--- src/hw/rtl/cbb_pkg.sv ---
`timescale 1ns / 1ps
// Shared constants, types and command codes for the circular byte buffer.
// Used by cbb_ctrl, cbb_datapath and circular_byte_buffer_unit; no dependencies.
package cbb_pkg;

    localparam int DEPTH     = 1024;
    localparam int MAX_BURST = 8;

    localparam int PTR_W  = $clog2(DEPTH);
    localparam int BANKS  = 8;
    localparam int BANK_W = $clog2(BANKS);
    localparam int ROWS   = DEPTH / BANKS;
    localparam int ROW_W  = $clog2(ROWS);

    localparam int CMD_W   = 2;
    localparam int CNT_W   = 4;
    localparam int DATA_W  = 64;
    localparam int MOVE_W  = 12;
    localparam int FILL_W  = 10;
    localparam int S_TDATA_W = 88;
    localparam int M_TDATA_W = 80;

    typedef enum logic [CMD_W-1:0] {
        CMD_WRITE = 2'd0,
        CMD_READ  = 2'd1,
        CMD_MOVE  = 2'd2,
        CMD_CLEAR = 2'd3
    } cmd_t;

    typedef struct packed {
        logic load_item;
        logic exec;
        logic load_out;
    } ctrl_cmd_t;

endpackage

--- src/hw/rtl/cbb_ctrl.sv ---
`timescale 1ns / 1ps
// Controller for the circular byte buffer: sequences accept, execute and result load.
// Depends on cbb_pkg.
module cbb_ctrl (
    input  logic              aclk,
    input  logic              aresetn,
    input  logic              s_tvalid,
    output logic              s_tready,
    output logic              m_tvalid,
    input  logic              m_tready,
    output cbb_pkg::ctrl_cmd_t cmd
);

    typedef enum logic [1:0] {
        S_IDLE,
        S_EXEC,
        S_FIN
    } state_t;

    state_t state_reg;
    logic   m_tvalid_reg;
    logic   out_free;
    logic   load_out;
    logic   accept;

    assign out_free = !m_tvalid_reg || m_tready;
    assign load_out = (state_reg == S_FIN) && out_free;
    assign s_tready = (state_reg == S_IDLE) || load_out;
    assign accept   = s_tvalid && s_tready;
    assign m_tvalid = m_tvalid_reg;

    assign cmd.load_item = accept;
    assign cmd.exec      = (state_reg == S_EXEC);
    assign cmd.load_out  = load_out;

    always_ff @(posedge aclk) begin
        if (!aresetn) begin
            state_reg    <= S_IDLE;
            m_tvalid_reg <= 1'b0;
        end else begin
            case (state_reg)
                S_IDLE: begin
                    if (accept) begin
                        state_reg <= S_EXEC;
                    end
                end
                S_EXEC: begin
                    state_reg <= S_FIN;
                end
                S_FIN: begin
                    if (out_free) begin
                        state_reg <= accept ? S_EXEC : S_IDLE;
                    end
                end
                default: begin
                    state_reg <= S_IDLE;
                end
            endcase
            if (load_out) begin
                m_tvalid_reg <= 1'b1;
            end else if (m_tready) begin
                m_tvalid_reg <= 1'b0;
            end
        end
    end

    a_accept_to_exec: assert property (@(posedge aclk) disable iff (!aresetn)
        (s_tvalid && s_tready) |=> (state_reg == S_EXEC))
        else $error("accepted transaction did not move to execute");

    a_no_overwrite: assert property (@(posedge aclk) disable iff (!aresetn)
        load_out |-> (!m_tvalid_reg || m_tready))
        else $error("pending result overwritten");

endmodule

--- config.mk ---
export PLATFORM = sky130hd
export DESIGN_NAME = cbb_ctrl
export DESIGN_NICKNAME = d
export VERILOG_FILES = /design/src/hw/rtl/cbb_pkg.sv /design/src/hw/rtl/cbb_ctrl.sv
export SDC_FILE = /design/constraint.sdc
export NUM_CORES = 1
export LEC_CHECK = 0
export BUFFER_PORTS_ARGS = -buffer_cell sky130_fd_sc_hd__buf_2
export CAP_MARGIN = 10
export CORE_AREA = 4 4 41 43
export DETAILED_ROUTE_END_ITERATION = 6
export DIE_AREA = 0 0 45 47
export GPL_TIMING_DRIVEN = 0
export PLACE_DENSITY_LB_ADDON = 0.25
export SYNTH_ARGS = -nofsm -noshare
export SYNTH_HDL_FRONTEND = slang
export SYNTH_SLANG_ARGS = --single-unit
--- constraint.sdc ---
create_clock -name aclk -period 1.2 [get_ports aclk]
set_input_delay 0.06 -clock aclk [delete_from_list [all_inputs] [get_ports aclk]]
set_output_delay 0.06 -clock aclk [all_outputs]
set_load 0.01 [all_outputs]
Word-level counts from Yosys, hierarchy flattened
Index checks and enable logic that the tools add are counted.
{"block": "word_totals", "ff_bits": 3}
{"block": "op_classes", "muxes": 6, "n_reduce_logical": 8, "n_eq_ne": 4}
{"cell": "case mux 2 bit (3 select lines)", "n": 1}
{"cell": "2-to-1 mux 2 bit", "n": 2}
{"cell": "!= test 2 bit, second input constant", "n": 2}
{"cell": "2-to-1 mux 1 bit", "n": 3}
{"cell": "== test 2 x 1 -> 1 bit, second input constant", "n": 1}
{"cell": "== test 2 bit, second input constant", "n": 1}
{"cell": "logical AND 1 bit", "n": 2}
{"cell": "logical NOT 2 bit", "n": 1}
{"cell": "logical OR 1 bit", "n": 2}
{"cell": "AND reduction 2 bit", "n": 1}
{"cell": "nonzero test 2 bit", "n": 1}
{"cell": "logical NOT 1 bit", "n": 1}

Depth between registers and ports, before layout
Gate-level depths: netlist of the first run.
{"block": "logic_depth", "ltp_word": 8, "mapped_depth": 3, "ltp_nobuf": 2}

Worst setup path after synthesis of the first run
Ideal clock, no wire load.
{"block": "synth_path", "path_kind": "reg2out", "startpoint": "reg m_tvalid_reg (netlist: m_tvalid)", "endpoint": "out cmd[0] (netlist name)", "t_arrival_ns": 0.925, "path_stages_with_launch": 4, "slack_ns": 0.215, "cell_sequence": "dfxtp_1 or2b_2 nor2b_1 buf_4"}
{"block": "synth_via", "elab_chain_len": 3}
{"item": "start, declared", "line": "cbb_ctrl.sv:21", "text": "logic m_tvalid_reg;"}
{"item": "start signal, assigned", "line": "cbb_ctrl.sv:39", "text": "m_tvalid_reg <= 1'b0;"}
{"item": "start signal, assigned", "line": "cbb_ctrl.sv:60", "text": "m_tvalid_reg <= 1'b1;"}
{"item": "start signal, assigned", "line": "cbb_ctrl.sv:62", "text": "m_tvalid_reg <= 1'b0;"}
{"item": "logical NOT 1 bit", "line": "cbb_ctrl.sv:26", "text": "assign out_free = !m_tvalid_reg || m_tready;"}
{"item": "logical OR 1 bit", "line": "cbb_ctrl.sv:26"}
{"item": "logical AND 1 bit", "line": "cbb_ctrl.sv:27", "text": "assign load_out = (state_reg == S_FIN) && out_free;"}
{"item": "end, declared", "line": "cbb_ctrl.sv:11", "text": "output cbb_pkg::ctrl_cmd_t cmd"}
Every way passes these cells.

Worst setup path after layout of the first run
{"block": "layout_path", "startpoint": "reg m_tvalid_reg (netlist: m_tvalid)", "endpoint": "out cmd[2] (netlist name)"}
{"block": "layout_via", "elab_chain_len": 5}
{"item": "logical NOT 1 bit", "line": "cbb_ctrl.sv:26"}
{"item": "logical OR 1 bit", "line": "cbb_ctrl.sv:26"}
{"item": "logical AND 1 bit", "line": "cbb_ctrl.sv:27"}
{"item": "logical OR 1 bit", "line": "cbb_ctrl.sv:28", "text": "assign s_tready = (state_reg == S_IDLE) || load_out;"}
{"item": "logical AND 1 bit", "line": "cbb_ctrl.sv:29", "text": "assign accept = s_tvalid && s_tready;"}
Every way passes these cells.

==> results.toml, run 1 <==
[outcome]
outcome = "complete, no violations"

[worst_setup_path]
r2r_cells = 3
cp-startpoint = "m_tvalid"
crit_arrival_ns = 1.09
crit_cells = 3
cp_top_family = "simple AND/OR/NAND/NOR gates"
crit_buf_inv = 1
end_kind = "output pin"
path_cells = "and3b_2 > nor3b_2 > buf_6"
r2r-start = "m_tvalid"
worstPathRequired_ns = 1.14
cpPeakStageDelay_ns = 0.32
critPathSlowestCell = "dfxtp_2"
worstSetupPathType = "reg2out"
cp_max_fo = 4
cp-start-kind = "flop"

[pwr]
p_sw_frac = 0.218
peakVddDrop_uv = 546
p_seq_frac = 0.337
power.density_nw_per_um2 = 1160
pwr-share-clk = 0.531
internal_power_mw = 0.258
power.switching_mw = 0.0720
pwr-share-comb = 0.132
leakage_nw = 0.126

[placement]
port_buffers = 8
hpwlAfterDp_um = 291
pre_cts_slack_ns = 0.120
routabilityCongestion = 0.638

[logic_synthesis]
netlist_top_cells_area = "dfxtp_1 (36%), nor4bb_2 (9.8%), buf_4 (9.0%)"
synth_compound_area_frac = 0.0902
synthAdderAreaFrac = 0
synthMuxAreaShare = 0
synth_top_family_by_area = "simple AND/OR/NAND/NOR gates"
synth_xor_area_frac = 0
synth_simple_gate_area_share = 0.459
netlist_area_um2 = 166
ys_ff_latch = 3
synth_nets = 20
yosysTopAreaCellShare = 0.361
yosysWarnings = 0
avgSynthCellArea_um2 = 10.4
synth_cells = 16
ys_types = 12
synth-seq-area-share = 0.361
synth_top_area_cell = "dfxtp_1"

[timing]
drv_slew = 0
tightest_slew_ns = 0.254
maxClockFrequency_ghz = 0.870
max-slew-margin-rel = 0.831
clock_skew_ns = 0.00225
finalWorstSetupSlack_ns = 0.0504
period_share = 0.958
hold_violations = 0
final-setup-viol-count = 0
post-route-min-period_ns = 1.15
rsz0062_at_grt = "yes"

[die]
ioPinCount = 9
rows = 13
die_y_um = 47
dieArea_um2 = 2120
start_util = 0.128
die_w_um = 45
core-area_um2 = 1300

[clocking]
clkTransAtPathRegs_ns = 0.04
clockBufferDepth = 2
clock-root-buffer = "clkbuf_4"
insertion_delay_ns = 0.23
cts_tree = "yes"
hold_buffers = 0
numCtsBuffers = 3
cts.sinks = 3
htree_levels = 1

[final_layout]
fillers = 159
largest_register_ffs = 2
final_util = 0.219
diodes = 0
synthToLayoutAreaGrowth_pct = 71.4
layout-drive-gt1-share = 0.741
nets = 32

[global_routing]
antenna_found_initial = 0
grt_pass1_wl_um = 614
grt_max_degree = 7
grt_pass1_vias = 165
grt_use_total = 0.0442
grt-ovfl-total = 0
busiest_layer = "met2"
grtUsageMet3 = 0.0460
globalRouteMet2Util = 0.0593
grtUsageMet1 = 0.0454

[routing]
first_iter_violations = 1
routed_wl_um = 369
dr.pass1.iters = 2
via_per_inst = 3.71
drc_errors = 0
post_drt_wl_per_cell_um = 8.79
vias = 156
ant_nets = 0

[min_path]
min_path_cells = 2
worstHoldPathType = "in2reg"
hold_start = "aresetn"

[flow_run]
maxCapViolCount = 0
## timing repair
item / CTS / global route
pin swaps: 2 / 2
endpoints found under the setup margin: 2 / 2
gates resized for setup: 7 / 4
setup buffers: 1 / 0
## cell families after synthesis
group | count (synthesis)
and+or+nand+nor | 9
buffers and inverters | 2
DFF | 3
AOI/OAI and AO/OA | 2
## power groups by stage
stage	registers (mW)	logic, mW	clock network, mW
5_1_grt	0.112	0.0470	0.201
4_1_cts	0.110	0.0404	0.181
3_5_place_dp	0.111	0.0388	0
6_report	0.111	0.0435	0.175
2_1_floorplan	0.110	0.0225	0
3_3_place_gp	0.111	0.0384	0
## per-layer routing
metal  vias up  routed length, um
li1         76                  -
met1        70                159
met2        10                162
met3         0                 48
met4         0                  0
met5         -                  0
## placed cells by master (no fill, tap or decap)
cell      instances
nor2_4            1
nor3b_2           1
dfxtp_1           1
dfxtp_2           2
nor4bb_2          1
nor2b_1           2
or2b_4            1
clkbuf_1          1
and4bb_2          1
a21boi_0          1
clkbuf_4          3
o21a_1            1
buf_2             5
and3b_2           1
buf_6             4
nand2b_1          1
## through the flow
step,cell area (um^2),cells,total power [mW],setup TNS (ns),hold WS [ns]
floorplan,166,16,0.133,0,0.177
global placement,225,39,0.149,0,0.295
detailed placement,225,39,0.150,0,0.306
CTS,268,42,0.332,0,0.0649
global route,285,42,0.360,-0.00747,0.0695
finish,285,42,0.330,0,0.0654
## final timing paths
path / endpoint / slack [ns]
worst max-delay path: cmd[2] / 0.05
worst min-delay path: state_reg[1] / 0.07
worst max register to register: state_reg[0] / 0.20
worst min register to register: m_tvalid / 0.52
## area by class of cell
| class | instances | area (um^2) | area share |
|---|---|---|---|
| clock buffers | 4 | 26.3 | 0.0921 |
| multi-input cells | 11 | 108 | 0.377 |
| flip-flops and latches | 3 | 62.6 | 0.219 |
| well taps | 15 | 18.8 | 0.0658 |
| repair buffers | 9 | 70.1 | 0.246 |
## synthesized netlist by cell type
cell and instances:
nor3b_1 1, o21a_1 1, nor4bb_2 1, nor2b_1 2
nor2_1 1, and4bb_2 1, dfxtp_1 3, or2b_2 1
and3b_1 1, nand2b_1 1, buf_4 2, a21boi_0 1
Note: power is estimated with default switching activity, not from simulation.
==> run 2: changes to the inputs <==
- MAX_ROUTING_LAYER: default -> met4
- PLACE_DENSITY: default -> 0.35
- PLACE_DENSITY_LB_ADDON: 0.25 -> default
==> run 2 against run 1 <==
Combinational power down 5.7%. Cell area up 1.3%. Core utilization up 0.29 points. Sequential share of layout area down 0.28 points. Register-to-register slack worse by 0.11 ns. Clock skew up 0.0010 ns. Critical path depth up 1. Total power up 0.37%. Cell count up 4.8%. Non-clock buffer count up 2. Maximum frequency down 1.8%.
==> results.toml, run 2 (synthesis gave the netlist of run 1 again) <==
[timing]
tightest_slew_ns = 0.225
tns_ns = 0
final-setup-viol-count = 0
post-route-min-period_ns = 1.17
drv_slew = 0
rsz0062_at_grt = "yes"
clock_skew_ns = 0.00330
hold_violations = 0
period_share = 0.975
max-slew-margin-rel = 0.850
maxClockFrequency_ghz = 0.855

[die]
dieArea_um2 = 2120
die_w_um = 45
core-area_um2 = 1300
die_y_um = 47
start_util = 0.128
ioPinCount = 9
rows = 13

[global_routing]
grt_use_total = 0.0465
grt_pass1_wl_um = 593
grt_pass1_vias = 157
grt-ovfl-total = 0
antenna_found_initial = 0
grt_max_degree = 7

[final_layout]
nets = 34
layout-drive-gt1-share = 0.759
final_util = 0.222
largest_register_ffs = 2
final_cell_mix = "buf_2 (6), clkbuf_4 (3), buf_6 (3)"
multi_input_area_um2 = 103
final_common_cell = "buf_2"
diodes = 0
fillers = 150
regArea_um2 = 62.6
synthToLayoutAreaGrowth_pct = 73.7

[clocking]
htree_levels = 1
clockBufferDepth = 2
insertion_delay_ns = 0.24
cts.sinks = 3
cts_tree = "yes"
clkTransAtPathRegs_ns = 0.04
numCtsBuffers = 3
clock-root-buffer = "clkbuf_4"
hold_buffers = 0

[routing]
dr.pass1.iters = 2
vias = 161
via_per_inst = 3.66
post_drt_wl_per_cell_um = 9.00
routed_wl_um = 396
first_iter_violations = 2
ant_nets = 0
drc_errors = 0

[pwr]
pwr-share-comb = 0.124
internal_power_mw = 0.256
finalPower_mw = 0.331
peakVddDrop_uv = 727
p_seq_frac = 0.335
power.density_nw_per_um2 = 1150
p_sw_frac = 0.227
leakage_nw = 0.133
power.switching_mw = 0.0751
pwr-share-clk = 0.541

[worst_setup_path]
worstPathRequired_ns = 1.14
cp_max_fo = 4
crit_arrival_ns = 1.11
cp-start-kind = "flop"
end_kind = "output pin"
worstSetupPathType = "reg2out"

[outcome]
outcome = "complete, no violations"

[flow_run]
maxCapViolCount = 0

[min_path]
worstHoldPathType = "in2reg"

[placement]
hpwlAfterDp_um = 281
port_buffers = 8
routabilityCongestion = 0.658
-- run 2: power by group through the flow --
stage	registers (mW)	clock network, mW	logic [mW]
2_1_floorplan	0.110	0	0.0225
3_3_place_gp	0.111	0	0.0381
3_5_place_dp	0.111	0	0.0383
4_1_cts	0.110	0.188	0.0399
5_1_grt	0.112	0.197	0.0451
6_report	0.111	0.179	0.0410
-- run 2: worst max-delay path: stages, from the launching register on --
cell and delay [ns]:
dfxtp_2 0.32, and3b_2 0.23, buf_6 0.12, nor2_2 0.08
buf_2 0.13
-- run 2: metal layers --
| layer | wire length [um] | track usage | vias to the layer above | share of wire |
|---|---|---|---|---|
| li1 | - | - | 81 | - |
| met3 | 62 | 0.0613 | 0 | 0.16 |
| met5 | 0 | - | - | 0 |
| met4 | 0 | 0.0175 | 0 | 0 |
| met2 | 167 | 0.0508 | 9 | 0.42 |
| met1 | 166 | 0.0454 | 71 | 0.42 |
-- run 2: worst paths after layout --
check | to | slack (ns) | startpoint | cells past startpoint
worst max register to register | state_reg[0] | 0.09 | m_tvalid | 4
worst min-delay path | state_reg[1] | 0.06 | aresetn | 2
worst min register to register | m_tvalid | 0.54 | state_reg[1] | 2
worst max-delay path | s_tready | 0.03 | m_tvalid | 4
-- run 2: final cells by class --
type / count / share of cell area
Clock buffer: 4 / 0.0909
Timing Repair Buffer: 11 / 0.273
Tap cell: 15 / 0.0649
Sequential cell: 3 / 0.216
Multi-Input combinational cell: 11 / 0.355
-- run 2: repair_timing --
| action | 4_1_cts | 5_1_grt |
|---|---|---|
| pin swaps | 1 | 2 |
| setup endpoints to repair | 2 | 1 |
| resized for setup | 7 | 2 |
| setup buffers | 1 | 2 |
-- run 2: per-stage QoR --
step | std cells | setup slack (ns) | area [um^2] | hold slack, ns
CTS | 42 | 0.0172 | 268 | 0.0518
global route | 44 | -0.0242 | 289 | 0.0548
floorplan | 16 | 0.215 | 166 | 0.177
finish | 44 | 0.0299 | 289 | 0.0561
detailed placement | 39 | 0.121 | 225 | 0.297
global placement | 39 | 0.139 | 225 | 0.298
==> run 3: changes to the inputs <==
- GPL_TIMING_DRIVEN: 0 -> default
==> run 3 against run 2 <==
Cell area decreased by 13%. Maximum frequency down 0.16%. Non-clock buffer count decreased by 2. Core utilization down 2.8 points. Via count increased by 1.2%. Worst hold slack improved by 0.013 ns. Global-route usage is 0.57 points higher. Clock skew down 0.00072 ns.
==> results.toml, run 3 (synthesis gave the netlist of run 1 again) <==
[clocking]
cts.sinks = 3
clockBufferDepth = 2
numCtsBuffers = 3
cts_tree = "yes"
clkTransAtPathRegs_ns = 0.04
htree_levels = 1
hold_buffers = 0
insertion_delay_ns = 0.23
clock-root-buffer = "clkbuf_4"

[routing]
via_per_inst = 3.88
routed_wl_um = 436
dr.pass1.iters = 2
first_iter_violations = 1
vias = 163
post_drt_wl_per_cell_um = 10.4
drc_errors = 0
ant_nets = 0

[die]
die_w_um = 45
ioPinCount = 9
dieArea_um2 = 2120
core-area_um2 = 1300
start_util = 0.128
rows = 13
die_y_um = 47

[pwr]
power.density_nw_per_um2 = 1290
finalPower_mw = 0.326
peakVddDrop_uv = 557
leakage_nw = 0.118

[final_layout]
fin_area_um2 = 253
final_cell_mix = "buf_2 (8), clkbuf_4 (3), nor2b_1 (2), dfxtp_1 (2)"
layout-drive-gt1-share = 0.630
largest_register_ffs = 2
nets = 32
final_util = 0.194
fillers = 155
regArea_um2 = 61.3
diodes = 0
multi_input_area_um2 = 98.8
synthToLayoutAreaGrowth_pct = 51.9
final_common_cell = "buf_2"

[worst_setup_path]
cp-start-kind = "flop"
regToRegEndpoint = "state_reg[1]"
cp-startpoint = "m_tvalid"
r2r-start = "state_reg[0]"
r2r_cells = 2
cp_max_fo = 4
crit_arrival_ns = 1.11
end_kind = "output pin"
worstSetupPathType = "reg2out"
setup.worst_path.end = "cmd[2]"
r2r_slack_ns = 0.26
worstPathRequired_ns = 1.14

[timing]
post-route-min-period_ns = 1.17
tightest_slew_ns = 0.190
period_share = 0.977
clock_skew_ns = 0.00258
final-setup-viol-count = 0
maxClockFrequency_ghz = 0.853
tns_ns = 0
drv_slew = 0
hold_violations = 0
hold_slack_ns = 0.0696
max-slew-margin-rel = 0.871

[global_routing]
grt-ovfl-total = 0
antenna_found_initial = 0
grt_use_total = 0.0522
grt_pass1_wl_um = 690
grt_max_degree = 7
grt_pass1_vias = 161

[flow_run]
maxCapViolCount = 0

[placement]
routabilityCongestion = 0.573
port_buffers = 8
hpwlAfterDp_um = 305
placed_cell_area_um2 = 210

[outcome]
outcome = "complete, no violations"

[min_path]
worstHoldPathType = "in2reg"
[run 3: layout make-up]
class / count / share of cell area
Timing Repair Buffer: 9 / 0.188
Sequential cell: 3 / 0.243
Tap cell: 15 / 0.0743
Clock buffer: 4 / 0.104
Multi-Input combinational cell: 11 / 0.391
[run 3: power breakdown]
group / total [mW] / switching, mW / internal, mW
sequential: 0.110 / 0.00510 / 0.105
clock: 0.179 / 0.0539 / 0.125
combinational: 0.0373 / 0.0158 / 0.0215
[run 3: worst min path at each step]
| stage | start | endpoint | slack (ns) | cells past startpoint |
|---|---|---|---|---|
| 5_1_grt | aresetn | state_reg[1] | 0.07 | 2 |
| 3_3_place_gp | aresetn | state_reg[1] | 0.30 | 2 |
| 3_5_place_dp | aresetn | state_reg[1] | 0.30 | 2 |
| 6_report | aresetn | state_reg[1] | 0.07 | 2 |
| 4_1_cts | aresetn | state_reg[1] | 0.06 | 2 |
| 2_1_floorplan | aresetn | state_reg[1] | 0.18 | 1 |
[run 3: routing by layer]
layer,track usage,vias up,part of all wire
met5,-,-,0
met4,0.0175,0,0.0092
met3,0.0613,2,0.12
met2,0.0593,8,0.42
met1,0.0544,76,0.44
li1,-,77,-
[run 3: worst max-delay path: stages (launching register included)]
cell and delay (ns):
dfxtp_2 0.32, and3b_1 0.22, nor3b_2 0.18, buf_2 0.16
[run 3: what timing repair did]
item,CTS,global route
pin swaps,0,0
endpoints found under the hold margin,0,0
gates resized for setup,1,2
setup endpoints to repair,1,2
setup buffers,0,1
[run 3: per-stage QoR]
step | cells | setup slack, ns
global route | 42 | -0.0126
detailed placement | 37 | 0.237
CTS | 41 | 0.0110
floorplan | 16 | 0.215
finish | 42 | 0.0280
global placement | 37 | 0.255
